$ cat src/hw/rtl/assert_macros.svh
// Assertion macros shared by the RTL files of the comment stripper.
// Depends on nothing; included by the files that carry assertions.
`ifndef ASSERT_MACROS_SVH
`define ASSERT_MACROS_SVH

// A property that must hold at every rising edge outside reset.
`define CCS_ASSERT(lbl, clk, rst, prop) \
   lbl: assert property (@(posedge clk) disable iff (rst) (prop)) \
      else $error("assertion failed");

// A condition at one edge that implies another at the next edge.
`define CCS_ASSERT_NEXT(lbl, clk, rst, ante, cons) \
   lbl: assert property (@(posedge clk) disable iff (rst) (ante) |=> (cons)) \
      else $error("assertion failed");

`endif

$ cat src/hw/rtl/ccs_pkg.sv
// Types and constants of the comment stripper.
// Depends on nothing; used by every module of the block.
`timescale 1ns / 1ps
`default_nettype none

package ccs_pkg;

   localparam logic [7:0] CH_SLASH  = 8'h2F;
   localparam logic [7:0] CH_STAR   = 8'h2A;
   localparam logic [7:0] CH_DQUOTE = 8'h22;
   localparam logic [7:0] CH_SQUOTE = 8'h27;
   localparam logic [7:0] CH_BSLASH = 8'h5C;
   localparam logic [7:0] CH_NL     = 8'h0A;

   localparam int QDEPTH = 4;
   localparam int QPTR_W = $clog2(QDEPTH);
   localparam int QCNT_W = $clog2(QDEPTH + 1);

   typedef enum logic [3:0] {
      MODE_NORMAL     = 4'd0,
      MODE_HELD_SLASH = 4'd1,
      MODE_STRING     = 4'd2,
      MODE_STRING_ESC = 4'd3,
      MODE_CHAR       = 4'd4,
      MODE_CHAR_ESC   = 4'd5,
      MODE_LINE       = 4'd6,
      MODE_BLOCK      = 4'd7,
      MODE_BLOCK_STAR = 4'd8
   } scan_mode_type;

   typedef struct packed {
      logic [7:0] in_byte;
      logic       end_of_stream;
   } req_type;

   typedef struct packed {
      logic [7:0] out_byte;
      logic       byte_valid;
      logic       last_of_run;
      logic       stream_done;
   } rsp_type;

   // One queued word: when two_items is set a slash goes out ahead of data.
   typedef struct packed {
      logic       two_items;
      logic [7:0] data;
      logic       data_valid;
      logic       eos;
   } entry_type;

   typedef struct packed {
      logic full;
      logic empty;
   } q_status_type;

endpackage

`default_nettype wire

$ cat src/hw/rtl/ccs_queue.sv
// Short queue of classified words between the front and back parts.
// Depends on ccs_pkg.
`timescale 1ns / 1ps
`default_nettype none

module ccs_queue (
   input  wire                   clock,
   input  wire                   reset,
   input  wire                   push,
   input  ccs_pkg::entry_type    push_entry,
   input  wire                   pop,
   output ccs_pkg::entry_type    head_entry,
   output ccs_pkg::q_status_type status
);

   ccs_pkg::entry_type              mem_ff [ccs_pkg::QDEPTH];
   logic [ccs_pkg::QPTR_W-1:0]      wr_ptr_ff, wr_ptr_in;
   logic [ccs_pkg::QPTR_W-1:0]      rd_ptr_ff, rd_ptr_in;
   logic [ccs_pkg::QCNT_W-1:0]      count_ff, count_in;
   logic                            do_push, do_pop;

   assign status.full  = (count_ff == ccs_pkg::QCNT_W'(ccs_pkg::QDEPTH));
   assign status.empty = (count_ff == '0);
   assign do_push      = push && !status.full;
   assign do_pop       = pop && !status.empty;
   assign head_entry   = mem_ff[rd_ptr_ff];

   always_comb begin
      wr_ptr_in = wr_ptr_ff;
      rd_ptr_in = rd_ptr_ff;
      count_in  = count_ff;
      if (do_push) begin
         wr_ptr_in = (wr_ptr_ff == ccs_pkg::QPTR_W'(ccs_pkg::QDEPTH - 1)) ? '0
                     : wr_ptr_ff + 1'b1;
      end
      if (do_pop) begin
         rd_ptr_in = (rd_ptr_ff == ccs_pkg::QPTR_W'(ccs_pkg::QDEPTH - 1)) ? '0
                     : rd_ptr_ff + 1'b1;
      end
      if (do_push && !do_pop) begin
         count_in = count_ff + 1'b1;
      end else if (do_pop && !do_push) begin
         count_in = count_ff - 1'b1;
      end
   end

   always_ff @(posedge clock) begin
      if (reset) begin
         wr_ptr_ff <= '0;
         rd_ptr_ff <= '0;
         count_ff  <= '0;
      end else begin
         wr_ptr_ff <= wr_ptr_in;
         rd_ptr_ff <= rd_ptr_in;
         count_ff  <= count_in;
      end
   end

   always_ff @(posedge clock) begin
      if (do_push) begin
         mem_ff[wr_ptr_ff] <= push_entry;
      end
   end

endmodule

`default_nettype wire

$ cat src/hw/rtl/ccs_front.sv
// Front part: accepts source bytes, tracks the scan mode and classifies each byte.
// Depends on ccs_pkg; feeds ccs_queue.
`timescale 1ns / 1ps
`default_nettype none

module ccs_front (
   input  wire                    clock,
   input  wire                    reset,
   input  wire                    accept,
   input  ccs_pkg::req_type       req,
   output logic                   push,
   output ccs_pkg::entry_type     push_entry,
   output ccs_pkg::scan_mode_type mode
);

   ccs_pkg::scan_mode_type mode_ff, mode_in;
   logic                   put_c, put_slash;
   logic [7:0]             c;
   logic                   last;

   assign c    = req.in_byte;
   assign last = req.end_of_stream;
   assign mode = mode_ff;

   always_ff @(posedge clock) begin
      if (reset) begin
         mode_ff <= ccs_pkg::MODE_NORMAL;
      end else if (accept) begin
         mode_ff <= mode_in;
      end
   end

   always_comb begin
      mode_in   = mode_ff;
      put_c     = 1'b0;
      put_slash = 1'b0;
      unique case (mode_ff) inside
         ccs_pkg::MODE_HELD_SLASH: begin
            if (c == ccs_pkg::CH_SLASH) begin
               mode_in = ccs_pkg::MODE_LINE;
            end else if (c == ccs_pkg::CH_STAR) begin
               mode_in = ccs_pkg::MODE_BLOCK;
            end else begin
               put_slash = 1'b1;
               put_c     = 1'b1;
               if (c == ccs_pkg::CH_DQUOTE) begin
                  mode_in = ccs_pkg::MODE_STRING;
               end else if (c == ccs_pkg::CH_SQUOTE) begin
                  mode_in = ccs_pkg::MODE_CHAR;
               end else begin
                  mode_in = ccs_pkg::MODE_NORMAL;
               end
            end
         end
         ccs_pkg::MODE_STRING: begin
            put_c = 1'b1;
            if (c == ccs_pkg::CH_BSLASH && !last) begin
               mode_in = ccs_pkg::MODE_STRING_ESC;
            end else if (c == ccs_pkg::CH_DQUOTE) begin
               mode_in = ccs_pkg::MODE_NORMAL;
            end
         end
         ccs_pkg::MODE_STRING_ESC: begin
            put_c   = 1'b1;
            mode_in = ccs_pkg::MODE_STRING;
         end
         ccs_pkg::MODE_CHAR: begin
            put_c = 1'b1;
            if (c == ccs_pkg::CH_BSLASH && !last) begin
               mode_in = ccs_pkg::MODE_CHAR_ESC;
            end else if (c == ccs_pkg::CH_SQUOTE) begin
               mode_in = ccs_pkg::MODE_NORMAL;
            end
         end
         ccs_pkg::MODE_CHAR_ESC: begin
            put_c   = 1'b1;
            mode_in = ccs_pkg::MODE_CHAR;
         end
         ccs_pkg::MODE_LINE: begin
            if (c == ccs_pkg::CH_NL) begin
               put_c   = 1'b1;
               mode_in = ccs_pkg::MODE_NORMAL;
            end
         end
         ccs_pkg::MODE_BLOCK, ccs_pkg::MODE_BLOCK_STAR: begin
            if (mode_ff == ccs_pkg::MODE_BLOCK_STAR && c == ccs_pkg::CH_SLASH) begin
               mode_in = ccs_pkg::MODE_NORMAL;
            end else if (c == ccs_pkg::CH_NL) begin
               put_c   = 1'b1;
               mode_in = ccs_pkg::MODE_BLOCK;
            end else if (c == ccs_pkg::CH_STAR && !last) begin
               mode_in = ccs_pkg::MODE_BLOCK_STAR;
            end else begin
               mode_in = ccs_pkg::MODE_BLOCK;
            end
         end
         default: begin
            if (c == ccs_pkg::CH_SLASH && !last) begin
               mode_in = ccs_pkg::MODE_HELD_SLASH;
            end else begin
               put_c = 1'b1;
               if (c == ccs_pkg::CH_DQUOTE) begin
                  mode_in = ccs_pkg::MODE_STRING;
               end else if (c == ccs_pkg::CH_SQUOTE) begin
                  mode_in = ccs_pkg::MODE_CHAR;
               end else begin
                  mode_in = ccs_pkg::MODE_NORMAL;
               end
            end
         end
      endcase
      if (last) begin
         mode_in = ccs_pkg::MODE_NORMAL;
      end
   end

   always_comb begin
      push_entry.two_items  = put_slash && put_c;
      push_entry.data       = put_c ? c : (put_slash ? ccs_pkg::CH_SLASH : 8'h00);
      push_entry.data_valid = put_c || put_slash;
      push_entry.eos        = last;
      push                  = accept && (put_c || put_slash || last);
   end

endmodule

`default_nettype wire

$ cat src/hw/rtl/ccs_back.sv
// Back part: expands queued words into result words held in an output register.
// Depends on ccs_pkg; drains ccs_queue.
`timescale 1ns / 1ps
`default_nettype none

module ccs_back (
   input  wire                   clock,
   input  wire                   reset,
   input  ccs_pkg::entry_type    head_entry,
   input  ccs_pkg::q_status_type q_status,
   output logic                  q_pop,
   output logic                  rsp_empty,
   input  wire                   rsp_pop,
   output ccs_pkg::rsp_type      rsp_data,
   output logic                  phase
);

   ccs_pkg::rsp_type rsp_ff, rsp_in;
   logic             valid_ff, valid_in;
   logic             phase_ff, phase_in;
   logic             load;

   assign rsp_empty = !valid_ff;
   assign rsp_data  = rsp_ff;
   assign phase     = phase_ff;
   assign load      = !valid_ff || rsp_pop;

   always_comb begin
      rsp_in   = rsp_ff;
      valid_in = valid_ff;
      phase_in = phase_ff;
      q_pop    = 1'b0;
      if (load) begin
         valid_in = !q_status.empty;
         if (!q_status.empty) begin
            if (head_entry.two_items && !phase_ff) begin
               rsp_in.out_byte    = ccs_pkg::CH_SLASH;
               rsp_in.byte_valid  = 1'b1;
               rsp_in.last_of_run = 1'b0;
               rsp_in.stream_done = 1'b0;
               phase_in           = 1'b1;
            end else begin
               rsp_in.out_byte    = head_entry.data;
               rsp_in.byte_valid  = head_entry.data_valid;
               rsp_in.last_of_run = 1'b1;
               rsp_in.stream_done = head_entry.eos;
               phase_in           = 1'b0;
               q_pop              = 1'b1;
            end
         end
      end
   end

   always_ff @(posedge clock) begin
      if (reset) begin
         valid_ff <= 1'b0;
         phase_ff <= 1'b0;
      end else begin
         valid_ff <= valid_in;
         phase_ff <= phase_in;
      end
   end

   always_ff @(posedge clock) begin
      rsp_ff <= rsp_in;
   end

endmodule

`default_nettype wire

$ cat src/hw/rtl/c_comment_stripper_top.sv
// Top level of the C and C++ comment stripper: front classifier, queue, back expander.
// Depends on ccs_pkg, ccs_front, ccs_queue, ccs_back and assert_macros.svh.
//
// Source bytes go in one word per cycle while req_full is low, and stripped bytes come
// out one word per cycle while rsp_pop takes them; a byte's result word passes through
// the queue and then the back part's output register on its way to the result ports.
// A byte that follows a held slash yields two result words, the slash and then the byte,
// which the back part sends one after the other; the four-word queue absorbs the extra word.
// Bytes that are dropped produce no result word, and the final byte of a stream
// always ends in a word with stream_done set, a marker with byte_valid clear if
// that byte itself is dropped.
`timescale 1ns / 1ps
`default_nettype none
`include "assert_macros.svh"

module c_comment_stripper_top (
   input  wire              clock,
   input  wire              reset,
   input  wire              req_push,
   output logic             req_full,
   input  ccs_pkg::req_type req_data,
   output logic             rsp_empty,
   input  wire              rsp_pop,
   output ccs_pkg::rsp_type rsp_data
);

   ccs_pkg::entry_type     push_entry, head_entry;
   ccs_pkg::q_status_type  q_status;
   ccs_pkg::scan_mode_type mode;
   logic                   accept, q_push, q_pop, phase;

   assign req_full = q_status.full;
   assign accept   = req_push && !q_status.full;

   ccs_front u_front (
      .clock      (clock),
      .reset      (reset),
      .accept     (accept),
      .req        (req_data),
      .push       (q_push),
      .push_entry (push_entry),
      .mode       (mode)
   );

   ccs_queue u_queue (
      .clock      (clock),
      .reset      (reset),
      .push       (q_push),
      .push_entry (push_entry),
      .pop        (q_pop),
      .head_entry (head_entry),
      .status     (q_status)
   );

   ccs_back u_back (
      .clock      (clock),
      .reset      (reset),
      .head_entry (head_entry),
      .q_status   (q_status),
      .q_pop      (q_pop),
      .rsp_empty  (rsp_empty),
      .rsp_pop    (rsp_pop),
      .rsp_data   (rsp_data),
      .phase      (phase)
   );

   `CCS_ASSERT_NEXT(a_eos_to_normal, clock, reset, accept && req_data.end_of_stream, mode == ccs_pkg::MODE_NORMAL)
   `CCS_ASSERT(a_done_is_last, clock, reset, rsp_empty || !rsp_data.stream_done || rsp_data.last_of_run)
   `CCS_ASSERT(a_phase_has_pair, clock, reset, !phase || (!q_status.empty && head_entry.two_items))
   `CCS_ASSERT(a_marker_ends_stream, clock, reset, rsp_empty || rsp_data.byte_valid || rsp_data.stream_done)

endmodule

`default_nettype wire
$ cat config.mk
export PLATFORM = sky130hd
export DESIGN_NAME = c_comment_stripper_top
export DESIGN_NICKNAME = d
export VERILOG_FILES = /design/src/hw/rtl/ccs_pkg.sv /design/src/hw/rtl/ccs_queue.sv /design/src/hw/rtl/ccs_front.sv /design/src/hw/rtl/ccs_back.sv /design/src/hw/rtl/c_comment_stripper_top.sv
export VERILOG_INCLUDE_DIRS = /design/src /design/src/hw/rtl
export SDC_FILE = /design/constraint.sdc
export NUM_CORES = 1
export LEC_CHECK = 0
export BUFFER_PORTS_ARGS = -buffer_cell sky130_fd_sc_hd__buf_4
export CORE_UTILIZATION = 45
export CTS_CLUSTER_SIZE = 10
export DETAILED_ROUTE_END_ITERATION = 8
export PLACE_DENSITY_LB_ADDON = 0.12
export SLEW_MARGIN = 20
export SYNTH_ARGS = -nofsm -noshare
export SYNTH_HDL_FRONTEND = slang
export SYNTH_SLANG_ARGS = --single-unit
$ cat constraint.sdc
create_clock -name clock -period 4.4 [get_ports clock]
set_clock_uncertainty 0.2 [all_clocks]
set_input_delay 0.66 -clock clock [delete_from_list [all_inputs] [get_ports clock]]
set_output_delay 0.66 -clock clock [all_outputs]
set_load 0.1 [all_outputs]
[After elaboration in Yosys (flattened, before gate mapping)]
Memories as Yosys holds them, arrays and structs flattened. A register that Yosys moved wholly into a read port is not among the register bits.
Index checks and enable logic that the tools add are counted.
Cells by class
  bitwise operators: 1
  order comparisons: 0
  add/sub/neg operators: 4
  multipliers: 0
  equality and inequality tests: 20
  shifts and indexed selects: 0
  reductions and logical operators: 28
  divide/modulo/power cells: 0
  mux-type cells: 37
Operators by type and width (number)
  4-bit 2-to-1 mux: 13
  8-bit by 6-bit == test with 1-bit output, second input constant: 4
  4-bit case mux with 7 select lines: 1
  4-bit by 3-bit == test with 1-bit output, second input constant: 4
  1-bit logical AND: 12
  1-bit 2-to-1 mux: 12
  2-bit 2-to-1 mux: 5
  3-bit 2-to-1 mux: 3
  4-bit by 2-bit == test with 1-bit output, second input constant: 2
  8-bit by 4-bit == test with 1-bit output, second input constant: 1
  8-bit by 7-bit == test with 1-bit output, second input constant: 1
  8-bit 2-to-1 mux: 1
  1-bit logical NOT: 7
  6-bit 2-to-1 mux: 1
  2-bit by 1-bit adder with 2-bit output, second input constant: 2
  2-bit == test, second input constant: 2
  4-bit by 1-bit == test with 1-bit output, second input constant: 1
  4-bit == test, second input constant: 1
  4-bit by 3-bit inequality test with 1-bit output, second input constant: 1
  4-bit inequality test, second input constant: 1
  1-bit case mux with 4 select lines: 1
  4-bit AND reduction: 1
  4-bit OR reduction: 1
  3-bit by 1-bit adder with 3-bit output, second input constant: 1
  other kinds (9): 11
Word-level totals
  bits in registers: 24
  logic and storage cells: 101
  bits in writable memories: 44
  output and inout bits: 13
  ROM bits: 0
  memories: 1
  bits of input ports: 13
  bits in latches: 0
Memory list
  u_queue.mem_ff: depth 4, width 11, read ports 1, clocked after memory_dff 1, wr ports 1, RTL line ccs_queue.sv:16  | ccs_pkg::entry_type mem_ff [ccs_pkg::QDEPTH];

[Depth between registers and ports, before layout]
Gate-level depths: netlist of run 1.
  depth in word-level cells: 12
  mapped depth: 11
  depth with buffers taken out: 10

[By module]
Synthesis of run 1 repeated with hierarchy kept, for this count alone.
Second synthesis, totals
  cell total of the unflattened synthesis: 239
  area, all modules: 3337.0 um^2
Modules (own cells, without submodules)
  ccs_queue: times used 1, area each 2097.0 um^2, sequential area each 1501.4 um^2, cells an instance 107
  ccs_front: times used 1, area each 721.9 um^2, sequential area each 80.1 um^2, cells an instance 97
  ccs_back: times used 1, area each 504.2 um^2, sequential area each 370.4 um^2, cells an instance 34
  c_comment_stripper_top: times used 1, area each 13.8 um^2, sequential area each 0.0 um^2, cells an instance 1

[Worst setup path after synthesis of run 1]
OpenSTA, ideal clock, no wires.
  path kind: reg-to-reg
  start point: reg u_queue.count_ff[0] in the netlist's numbering
  end point: reg u_queue.count_ff[2] in the netlist's numbering
  data required time: 4129 ps
  setup slack: 162 ps
  library setup time: 71 ps
  arrival: 3967 ps
  stages on the path, launching flop included: 10
  cells stage by stage: dfxtp_1 -> nor3b_1 -> nand2b_1 -> a31oi_4 -> ha_1 -> inv_1 -> fa_1 -> xor2_1 -> or3_1 -> a21oi_1
On the way
  longest elaborated chain between the ends: 8
  elaborated cells on any way between the ends: 19
Ends and longest elaborated chain
  start, declared: RTL line ccs_queue.sv:19  | logic [ccs_pkg::QCNT_W-1:0] count_ff, count_in;
  start signal, assigned: RTL line ccs_queue.sv:55  | count_ff <= count_in;
  3-bit == test (*): RTL line ccs_queue.sv:22  | assign status.full = (count_ff == ccs_pkg::QCNT_W'(ccs_pkg::QDEPTH));
  named net req_full: RTL line c_comment_stripper_top.sv:20  | output logic req_full,
  1-bit logical NOT (*): RTL line ccs_queue.sv:24, c_comment_stripper_top.sv:33
  1-bit logical AND: RTL line c_comment_stripper_top.sv:33  | assign accept = req_push && !q_status.full;
  1-bit logical AND: RTL line ccs_front.sv:122  | push = accept && (put_c || put_slash || last);
  1-bit logical AND (*): RTL line ccs_queue.sv:24  | assign do_push = push && !status.full;
  named net u_queue.do_push: RTL line ccs_queue.sv:20  | logic do_push, do_pop;
  1-bit logical NOT: RTL line ccs_queue.sv:42  | end else if (do_pop && !do_push) begin
  1-bit logical AND: RTL line ccs_queue.sv:42
  2-bit nonzero test (no line)
The timed path passes the listed nets; every way through them passes the cells marked *. The select of a mux whose other input is x is not followed.
A chain may end at the register's enable or synchronous reset.

[Worst setup path after layout of run 1]
  start point: in req_data[6] in the netlist's numbering
  end point: reg u_queue.count_ff[2] in the netlist's numbering
On the way
  longest elaborated chain between the ends: 11
  elaborated cells on any way between the ends: 21
Ends and longest elaborated chain
  start, declared: RTL line c_comment_stripper_top.sv:21  | input ccs_pkg::req_type req_data,
  8-bit by 4-bit == test with 1-bit output (tied with other cells): RTL line ccs_front.sv:80, ccs_front.sv:88
  1-bit 2-to-1 mux (tied with other cells): RTL line ccs_front.sv:80, ccs_front.sv:88
  1-bit 2-to-1 mux (on tied branches): RTL line ccs_front.sv:86, ccs_front.sv:39, ccs_front.sv:98
  1-bit case mux with 4 select lines or 1-bit 2-to-1 mux (tied branches): RTL line ccs_front.sv:37  | unique case (mode_ff) inside
  1-bit logical OR (*) (2 in a row): RTL line ccs_front.sv:122
  1-bit logical AND (*): RTL line ccs_front.sv:122
  1-bit logical AND (*): RTL line ccs_queue.sv:24
  named net u_queue.do_push: RTL line ccs_queue.sv:20
  1-bit logical NOT: RTL line ccs_queue.sv:42
  1-bit logical AND: RTL line ccs_queue.sv:42
  2-bit nonzero test (no line)
The timed path passes the listed nets; every way through them passes the cells marked *.

==> impl_metrics.yaml, run 1 <==
worst_setup_path:
  startpoint: "req_data[6]"
  critPathMaxFanout: 7
  worst_path_largest_cell_delay_ns: 0.43
  crit_path_end_kind: "flip-flop"
  reg2reg_depth: 10
  r2r_slack_ns: 1.25
  timing.rr.start: "u_front.mode[0]"
  cp.arrival_ns: 3.29
  cp_cell_sequence: "buf_4 > nor4b_1 > and4b_1 > a31oi_1 > a31oi_4 > ha_1 > inv_1 > fa_1 > xor2_1 > or3_1 > a21oi_1"
  crit_end: "u_queue.count_ff[2]"
  cp-start-kind: "input pin"
  cp.required_ns: 4.46
  crit_path_top_delay_cell: "fa_1"
  crit_type: "in -> reg"
  r2r-end: "u_queue.count_ff[2]"
power_and_ir_drop:
  p_sw_uw: 937
  ir_worst_vdd_mv: 0.179
  seq_power_share: 0.396
  clkPwrFrac: 0.207
  cellLeakagePower_uw: 0.00131
  p_int_uw: 1410
  power.density_nw_per_um2: 628
  swShare: 0.398
  p_comb_frac: 0.397
place:
  place_worst_setup_slack_ns: 0.840
  post-place-cells: 356
  hpwl_um: 4150
  placed_area_um2: 3560
  portBuffers: 25
  gp_congestion: 0.811
layout:
  drive_gt1_frac: 0.244
  stdcell_count: 371
  syn_to_final_growth_pct: 13.8
  nFillCells: 576
  multi_input_area_um2: 1240
  diodes: 0
  stdcell_area_um2: 3750
  register_area_um2: 1950
  finalNetCount: 291
die:
  start_util: 0.474
  num_rows: 30
  dieArea_um2: 7660
  die_w_um: 87.5
  ioPinCount: 26
  die_h_um: 87.5
  core_area_um2: 6940
sta:
  final.setup.tns_ns: 0
  holdWs_ns: 0.270
  fmax_mhz: 310
  hold_viol: 0
  max_slew_margin: 0.604
  finalSetupViolations: 0
  worst_slack_ns: 1.17
  finalCritPeriodShare: 0.734
  worst_pin_slew_ns: 0.595
  timing.final.max_slew_violations: 0
  layout_min_cycle_time_ns: 3.23
  rsz0062_at_grt: "false"
detailed_routing:
  drtPass1Iterations: 4
  drc: 0
  avgViaCountPerCell: 5.38
  routedWlPerCell_um: 15.9
  ant_nets: 0
  routed-via-count: 1995
  routed_wl_um: 5880
  drt_iter0_drc: 96
cts:
  ctsRootBufferMaster: "clkbuf_8"
  cts_buffer_depth: 2
  post_cts_resized: 0
  cts_sinks: 70
  insertion_delay_ns: 0.33
  htree_levels: 3
  cts_made_buffers: 9
  clk_pin_slew_ns: 0.07
  cts_tree: "yes"
  holdBufCountCts: 0
  post_cts.repair.setup_buffers: 0
global_route:
  grt_start_max_net_pins: 19
  overflow: 0
  grt_pass1_wl_um: 9540
  antenna_found_initial: 0
  grt_pass1_vias: 1917
  grt_use_total: 0.169
synth:
  seq_area_frac_synth: 0.593
  synth_largest_area_cell: "edfxtp_1"
  synth.avg_cell_area_um2: 13.4
  synth_most_common_cell: "edfxtp_1"
  synth_cell_types: 55
  ys_seq_elements: 70
  ys_warn_count: 0
  netlist_area_um2: 3290
  synth_nets: 265
  synth_edf_count: 55
  ys_async_sr_fraction: 0
  yosys-top-cells-count: "edfxtp_1 (55), nor2_1 (17), dfxtp_1 (15), nor2b_1 (15)"
  synth_top_area_frac: 0.502
  synth_cells: 245
  synthTopCellsByArea: "edfxtp_1 (50%), dfxtp_1 (9.1%), mux4_2 (7.5%)"
  synth_ff_type: "edfxtp_1"
job:
  cap_violations: 0
hold_path:
  hold_class: "reg -> reg"
  min_from: "u_back.valid_ff"
outcome:
  status: "finished, final reports clean"
[metal layers]
| layer | GRT usage | part of all wire | up-vias |
|---|---|---|---|
| li1 | - | - | 973 |
| met1 | 0.228 | 0.48 | 982 |
| met2 | 0.265 | 0.49 | 34 |
| met3 | 0.0455 | 0.023 | 6 |
| met4 | 0.0611 | 0.0088 | 0 |
| met5 | 0 | 0 | - |
[registers in the layout, summed over array words and instances (netlist names), named ones only]
register,cells
u_queue.count_ff,3
u_front.mode,4
u_back.rsp_data,11
u_queue.wr_ptr_ff,2
u_back.valid_ff,1
u_queue.mem_ff,44
u_back.phase,1
u_queue.rd_ptr_ff,2
[metrics by stage]
stage               total power [µW]  utilization
finish                          2350        0.539
global route                    2470        0.539
CTS                             2380        0.539
detailed placement              1890        0.513
global placement                1870        0.513
floorplan                       1690            -
[power groups by stage]
stage	registers (µW)	logic, µW	clock network [µW]
after CTS	935	946	500
final	932	932	487
after detailed placement	949	945	0
after global placement	943	931	0
after floorplan	1290	403	0
after global routing	947	999	525
[final cells by class]
type | instances | share of cell area
flip-flops and latches | 70 | 0.521
multi-input cells | 152 | 0.332
repair buffers | 27 | 0.0541
clock buffers | 9 | 0.0331
well taps | 96 | 0.0321
clock inverters | 6 | 0.0167
inverters | 11 | 0.0110
[layout by cell type (no fill, tap or decap), types with 4 or more instances in the layout]
cell,synthesis,layout
nand3_1,4,4
edfxtp_1,55,55
xor2_1,4,4
nor2_1,17,17
inv_1,11,11
mux2i_1,4,4
a21oi_1,7,7
nor2b_1,15,15
or2_2,7,7
and2_1,4,4
o21ai_0,4,4
dfxtp_1,15,15
nand2_1,10,10
ha_1,6,6
buf_4,0,27
clkbuf_8,0,9
mux4_2,11,11
[worst max-delay path: cells and delay by family]
kind                       cells  cell delay, ns
xor gates and xnor gates       1            0.15
and+or+nand+nor                3            1.03
AOI/OAI and AO/OA              3            0.59
adders and majority gates      2            0.66
buffers and inverters          2            0.20
[how the worst min path moves through the flow]
stage               slack (ns)  depth (start not counted)              end
detailed placement        0.26                          2  u_back.valid_ff
CTS                       0.27                          2  u_back.valid_ff
floorplan                 0.25                          2  u_back.valid_ff
global placement          0.25                          2  u_back.valid_ff
finish                    0.27                          2  u_back.valid_ff
global route              0.31                          2     u_back.phase
[cells by family (layout without fill, tap and decap cells)]
group,after synthesis,after routing,synth area share
xor+xnor,5,5,0.0133
compound gates,35,35,0.0829
mux,16,16,0.0920
flops,70,70,0.593
fa+ha+maj,7,7,0.0289
simple gates,89,89,0.161
buf+inv,23,53,0.0289
Power figures use the tool's default switching activity.
==> inputs of run 2 (changes only) <==
==> constraint.sdc (replaced) <==
create_clock -name clock -period 3.05 [get_ports clock]
set_clock_uncertainty 0.2 [all_clocks]
set_input_delay 0.4575 -clock clock [delete_from_list [all_inputs] [get_ports clock]]
set_output_delay 0.4575 -clock clock [all_outputs]
set_load 0.1 [all_outputs]
==> impl_metrics.yaml, run 2 (synthesized netlist as in run 1, its figures left out) <==
sta:
  max_slew_margin: 0.637
  layout_min_cycle_time_ns: 2.87
  hold_viol: 0
  rsz0062_at_grt: "false"
  holdWs_ns: 0.177
  finalCritPeriodShare: 0.940
  worst_pin_slew_ns: 0.541
  fmax_mhz: 349
  finalSetupViolations: 0
  timing.final.max_slew_violations: 0
detailed_routing:
  routed-via-count: 2031
  drc: 0
  routed_wl_um: 5950
  routedWlPerCell_um: 15.3
  drtPass1Iterations: 4
  drt_iter0_drc: 90
  ant_nets: 0
  avgViaCountPerCell: 5.21
layout:
  nFillCells: 575
  finalNetCount: 309
  diodes: 0
  drive_gt1_frac: 0.310
  largest_reg_flops: 44
  top_register: "u_queue.mem_ff"
  final_cell_mix: "edfxtp_1 (55), buf_4 (45), nor2_1 (17)"
  syn_to_final_growth_pct: 19.8
  layout_commonest_cell: "edfxtp_1"
cts:
  post_cts.repair.setup_buffers: 0
  ctsRootBufferMaster: "clkbuf_8"
  cts_made_buffers: 9
  cts_sinks: 70
  htree_levels: 3
  insertion_delay_ns: 0.34
  cts_tree: "yes"
  clk_pin_slew_ns: 0.07
  cts_buffer_depth: 2
  post_cts_resized: 0
  holdBufCountCts: 0
power_and_ir_drop:
  total_power_uw: 3500
  cellLeakagePower_uw: 0.00142
  power.density_nw_per_um2: 888
  ir_worst_vdd_mv: 0.290
worst_setup_path:
  crit_path_end_kind: "flip-flop"
  crit_type: "reg -> reg"
  critPathMaxFanout: 12
  cp.required_ns: 3.13
  cp.arrival_ns: 2.94
  cp-start-kind: "flip-flop"
  r2r_slack_ns: 0.18
hold_path:
  hold_class: "in -> reg"
die:
  core_area_um2: 6940
  start_util: 0.474
  die_w_um: 87.5
  ioPinCount: 26
  die_h_um: 87.5
  dieArea_um2: 7660
  num_rows: 30
global_route:
  overflow: 0
  grt_pass1_wl_um: 9580
  grt_use_total: 0.174
  grt_start_max_net_pins: 18
  antenna_found_initial: 0
  grt_pass1_vias: 1924
place:
  hpwl_um: 4220
  gp_congestion: 0.903
  portBuffers: 25
job:
  cap_violations: 0
outcome:
  status: "finished, final reports clean"
-- run 2: routing by layer --
metal,vias up,track usage,wire length [µm]
met2,51,0.279,2880
met3,4,0.0512,208
met1,970,0.228,2810
met4,0,0.0581,46
met5,-,0,0
li1,1006,-,-
-- run 2: worst max-delay path: stages (launching register included) --
cell	delay, ns
dfxtp_1	0.46
nor3_2	0.26
xor2_1	0.24
a21oi_1	0.17
a31oi_4	0.20
ha_2	0.19
inv_1	0.05
fa_1	0.42
xor2_1	0.15
or3_1	0.31
a21oi_1	0.14
-- run 2: final cells by class --
cell class | instances | area, µm² | area share
flip-flops and latches | 70 | 1950 | 0.495
clock inverters | 4 | 52.6 | 0.0133
multi-input cells | 152 | 1270 | 0.323
clock buffers | 12 | 166 | 0.0422
repair buffers | 45 | 338 | 0.0857
inverters | 11 | 41.3 | 0.0105
well taps | 96 | 120 | 0.0305
-- run 2: final timing paths --
| kind | startpoint | end | cells past startpoint |
|---|---|---|---|
| max | u_front.mode[1] | u_queue.count_ff[2] | 10 |
| min | rsp_pop | u_back.valid_ff | 4 |
| max reg2reg | u_front.mode[1] | u_queue.count_ff[2] | 10 |
| min reg2reg | u_back.valid_ff | u_back.valid_ff | 2 |
-- run 2: through the flow --
stage | util | area [µm²] | instances | TNS (ns) | worst slack, ns
6_report | 0.568 | 3940 | 390 | 0 | 0.183
5_1_grt | 0.568 | 3940 | 390 | 0 | 0.0307
4_1_cts | 0.568 | 3940 | 390 | 0 | 0.192
3_5_place_dp | 0.536 | 3720 | 374 | -0.0672 | -0.0672
3_3_place_gp | 0.536 | 3720 | 374 | -0.0130 | -0.0130
2_1_floorplan | - | 3320 | 245 | 0 | 0.00863
-- run 2: power by group --
part | switching [µW] | internal [µW] | total (µW) | leakage, µW
Sequential | 74.7 | 1260 | 1330 | 0.000616
Combinational | 946 | 443 | 1390 | 0.000696
Clock | 329 | 451 | 780 | 0.000112
==> inputs of run 3 (changes only) <==
--- a/config.mk
+++ b/config.mk
@@ -8,6 +8,7 @@
 export LEC_CHECK = 0
 export BUFFER_PORTS_ARGS = -buffer_cell sky130_fd_sc_hd__buf_4
 export CORE_UTILIZATION = 45
+export CTS_BUF_LIST = sky130_fd_sc_hd__clkbuf_2
 export CTS_CLUSTER_SIZE = 10
 export DETAILED_ROUTE_END_ITERATION = 8
 export PLACE_DENSITY_LB_ADDON = 0.12
==> impl_metrics.yaml, run 3 (synthesized netlist as in run 1, its figures left out) <==
cts:
  cts_tree: "yes"
  cts_made_buffers: 9
  cts_sinks: 70
  insertion_delay_ns: 0.49
  post_cts.repair.setup_buffers: 0
  ctsRootBufferMaster: "clkbuf_2"
  cts_buffer_depth: 2
  clk_pin_slew_ns: 0.20
  htree_levels: 3
worst_setup_path:
  timing.rr.start: "u_front.mode[1]"
  cp-start-kind: "flip-flop"
  critPathMaxFanout: 12
  crit_path_end_kind: "flip-flop"
  crit_type: "reg -> reg"
  cp.required_ns: 3.30
  cp.arrival_ns: 3.14
  startpoint: "u_front.mode[1]"
detailed_routing:
  ant_nets: 0
  drc: 0
  drt_iter0_drc: 100
  routedWlPerCell_um: 15.2
  routed_wl_um: 5990
  avgViaCountPerCell: 5.19
  drtPass1Iterations: 4
  routed-via-count: 2045
place:
  gp_congestion: 0.903
  portBuffers: 25
  hpwl_um: 4220
  placed_area_um2: 3720
layout:
  syn_to_final_growth_pct: 18.5
  drive_gt1_frac: 0.305
  stdcell_area_um2: 3900
  largest_reg_flops: 44
  top_register: "u_queue.mem_ff"
  finalNetCount: 313
  diodes: 0
  layout_commonest_cell: "edfxtp_1"
  final_cell_mix: "edfxtp_1 (55), buf_4 (45), nor2_1 (17)"
global_route:
  overflow: 0
  grt_pass1_wl_um: 9650
  grt_start_max_net_pins: 18
  antenna_found_initial: 0
  grt_use_total: 0.176
  grt_pass1_vias: 1950
outcome:
  status: "finished, final reports clean"
sta:
  rsz0062_at_grt: "false"
  max_slew_margin: 0.628
  worst_pin_slew_ns: 0.555
  finalCritPeriodShare: 0.947
  fmax_mhz: 346
  final.setup.tns_ns: 0
  layout_min_cycle_time_ns: 2.89
  finalSetupViolations: 0
  hold_viol: 0
  timing.final.max_slew_violations: 0
power_and_ir_drop:
  p_int_uw: 1980
  clkPwrFrac: 0.178
  cellLeakagePower_uw: 0.00141
  ir_worst_vdd_mv: 0.330
  seq_power_share: 0.400
  swShare: 0.404
  p_sw_uw: 1340
  p_comb_frac: 0.421
  power.density_nw_per_um2: 853
die:
  die_h_um: 87.5
  start_util: 0.474
  ioPinCount: 26
  core_area_um2: 6940
  die_w_um: 87.5
  num_rows: 30
  dieArea_um2: 7660
hold_path:
  hold_class: "in -> reg"
  min_from: "req_data[2]"
job:
  cap_violations: 0
run 3: cell types whose count changed in the layout (fill, tap and decap cells not counted), sizes merged:
cell,previous run,this run
clkbuf,12,10
bufinv,1,2
clkinv,3,4
dlygate4sd3,0,4
run 3: area by class of cell:
class | count | area (µm²)
Tap cell | 96 | 120
Inverter | 11 | 41.3
Clock inverter | 6 | 86.3
Sequential cell | 70 | 1950
Multi-Input combinational cell | 152 | 1270
Timing Repair Buffer | 49 | 378
Clock buffer | 10 | 50.0
Fill cell | 586 | 3050
run 3: power groups by stage:
stage               Sequential [µW]  Combinational [µW]  Clock (µW)
CTS                            1330                1410         603
floorplan                      1860                 589           0
global route                   1350                1490         641
finish                         1330                1400         593
global placement               1350                1390           0
detailed placement             1360                1400           0
run 3: per-stage QoR:
| stage | cells | hold slack (ns) | utilization | total power, µW | setup WS, ns |
|---|---|---|---|---|---|
| 2_1_floorplan | 245 | 0.246 | - | 2450 | 0.00863 |
| 3_3_place_gp | 374 | 0.257 | 0.536 | 2740 | -0.0130 |
| 3_5_place_dp | 374 | 0.266 | 0.536 | 2750 | -0.0672 |
| 4_1_cts | 393 | 0.00634 | 0.560 | 3350 | 0.169 |
| 5_1_grt | 394 | 0.159 | 0.561 | 3490 | 0.00968 |
| 6_report | 394 | 0.212 | 0.561 | 3320 | 0.160 |
run 3: worst paths after layout:
check | to | slack (ns) | depth (start not counted)
setup / recovery | u_queue.count_ff[2] | 0.16 | 10
hold / removal | u_queue.mem_ff[0][3] | 0.21 | 2
setup reg to reg | u_queue.count_ff[2] | 0.16 | 10
hold reg to reg | u_back.phase | 0.30 | 2
run 3: what timing repair did:
| item | in CTS | in global routing |
|---|---|---|
| endpoints found under the hold margin | 10 | 2 |
| hold buffers | 3 | 1 |
| gates resized for setup | 0 | 0 |
run 3: critical path: stages, from the launching register on:
cell,delay [ns]
dfxtp_1,0.50
nor3_2,0.26
xor2_1,0.24
a21oi_1,0.17
a31oi_4,0.20
ha_2,0.20
inv_1,0.05
fa_1,0.42
xor2_1,0.16
or3_1,0.31
a21oi_1,0.14
run 3: metal layers:
metal  vias to the layer above  GRT usage  part of all wire  routed length (µm)
li1                       1017          -                 -                   -
met1                       976      0.226              0.47                2820
met2                        48      0.283              0.49                2910
met3                         4     0.0540             0.036                 217
met4                         0     0.0626            0.0070                  42
met5                         -          0                 0                   0
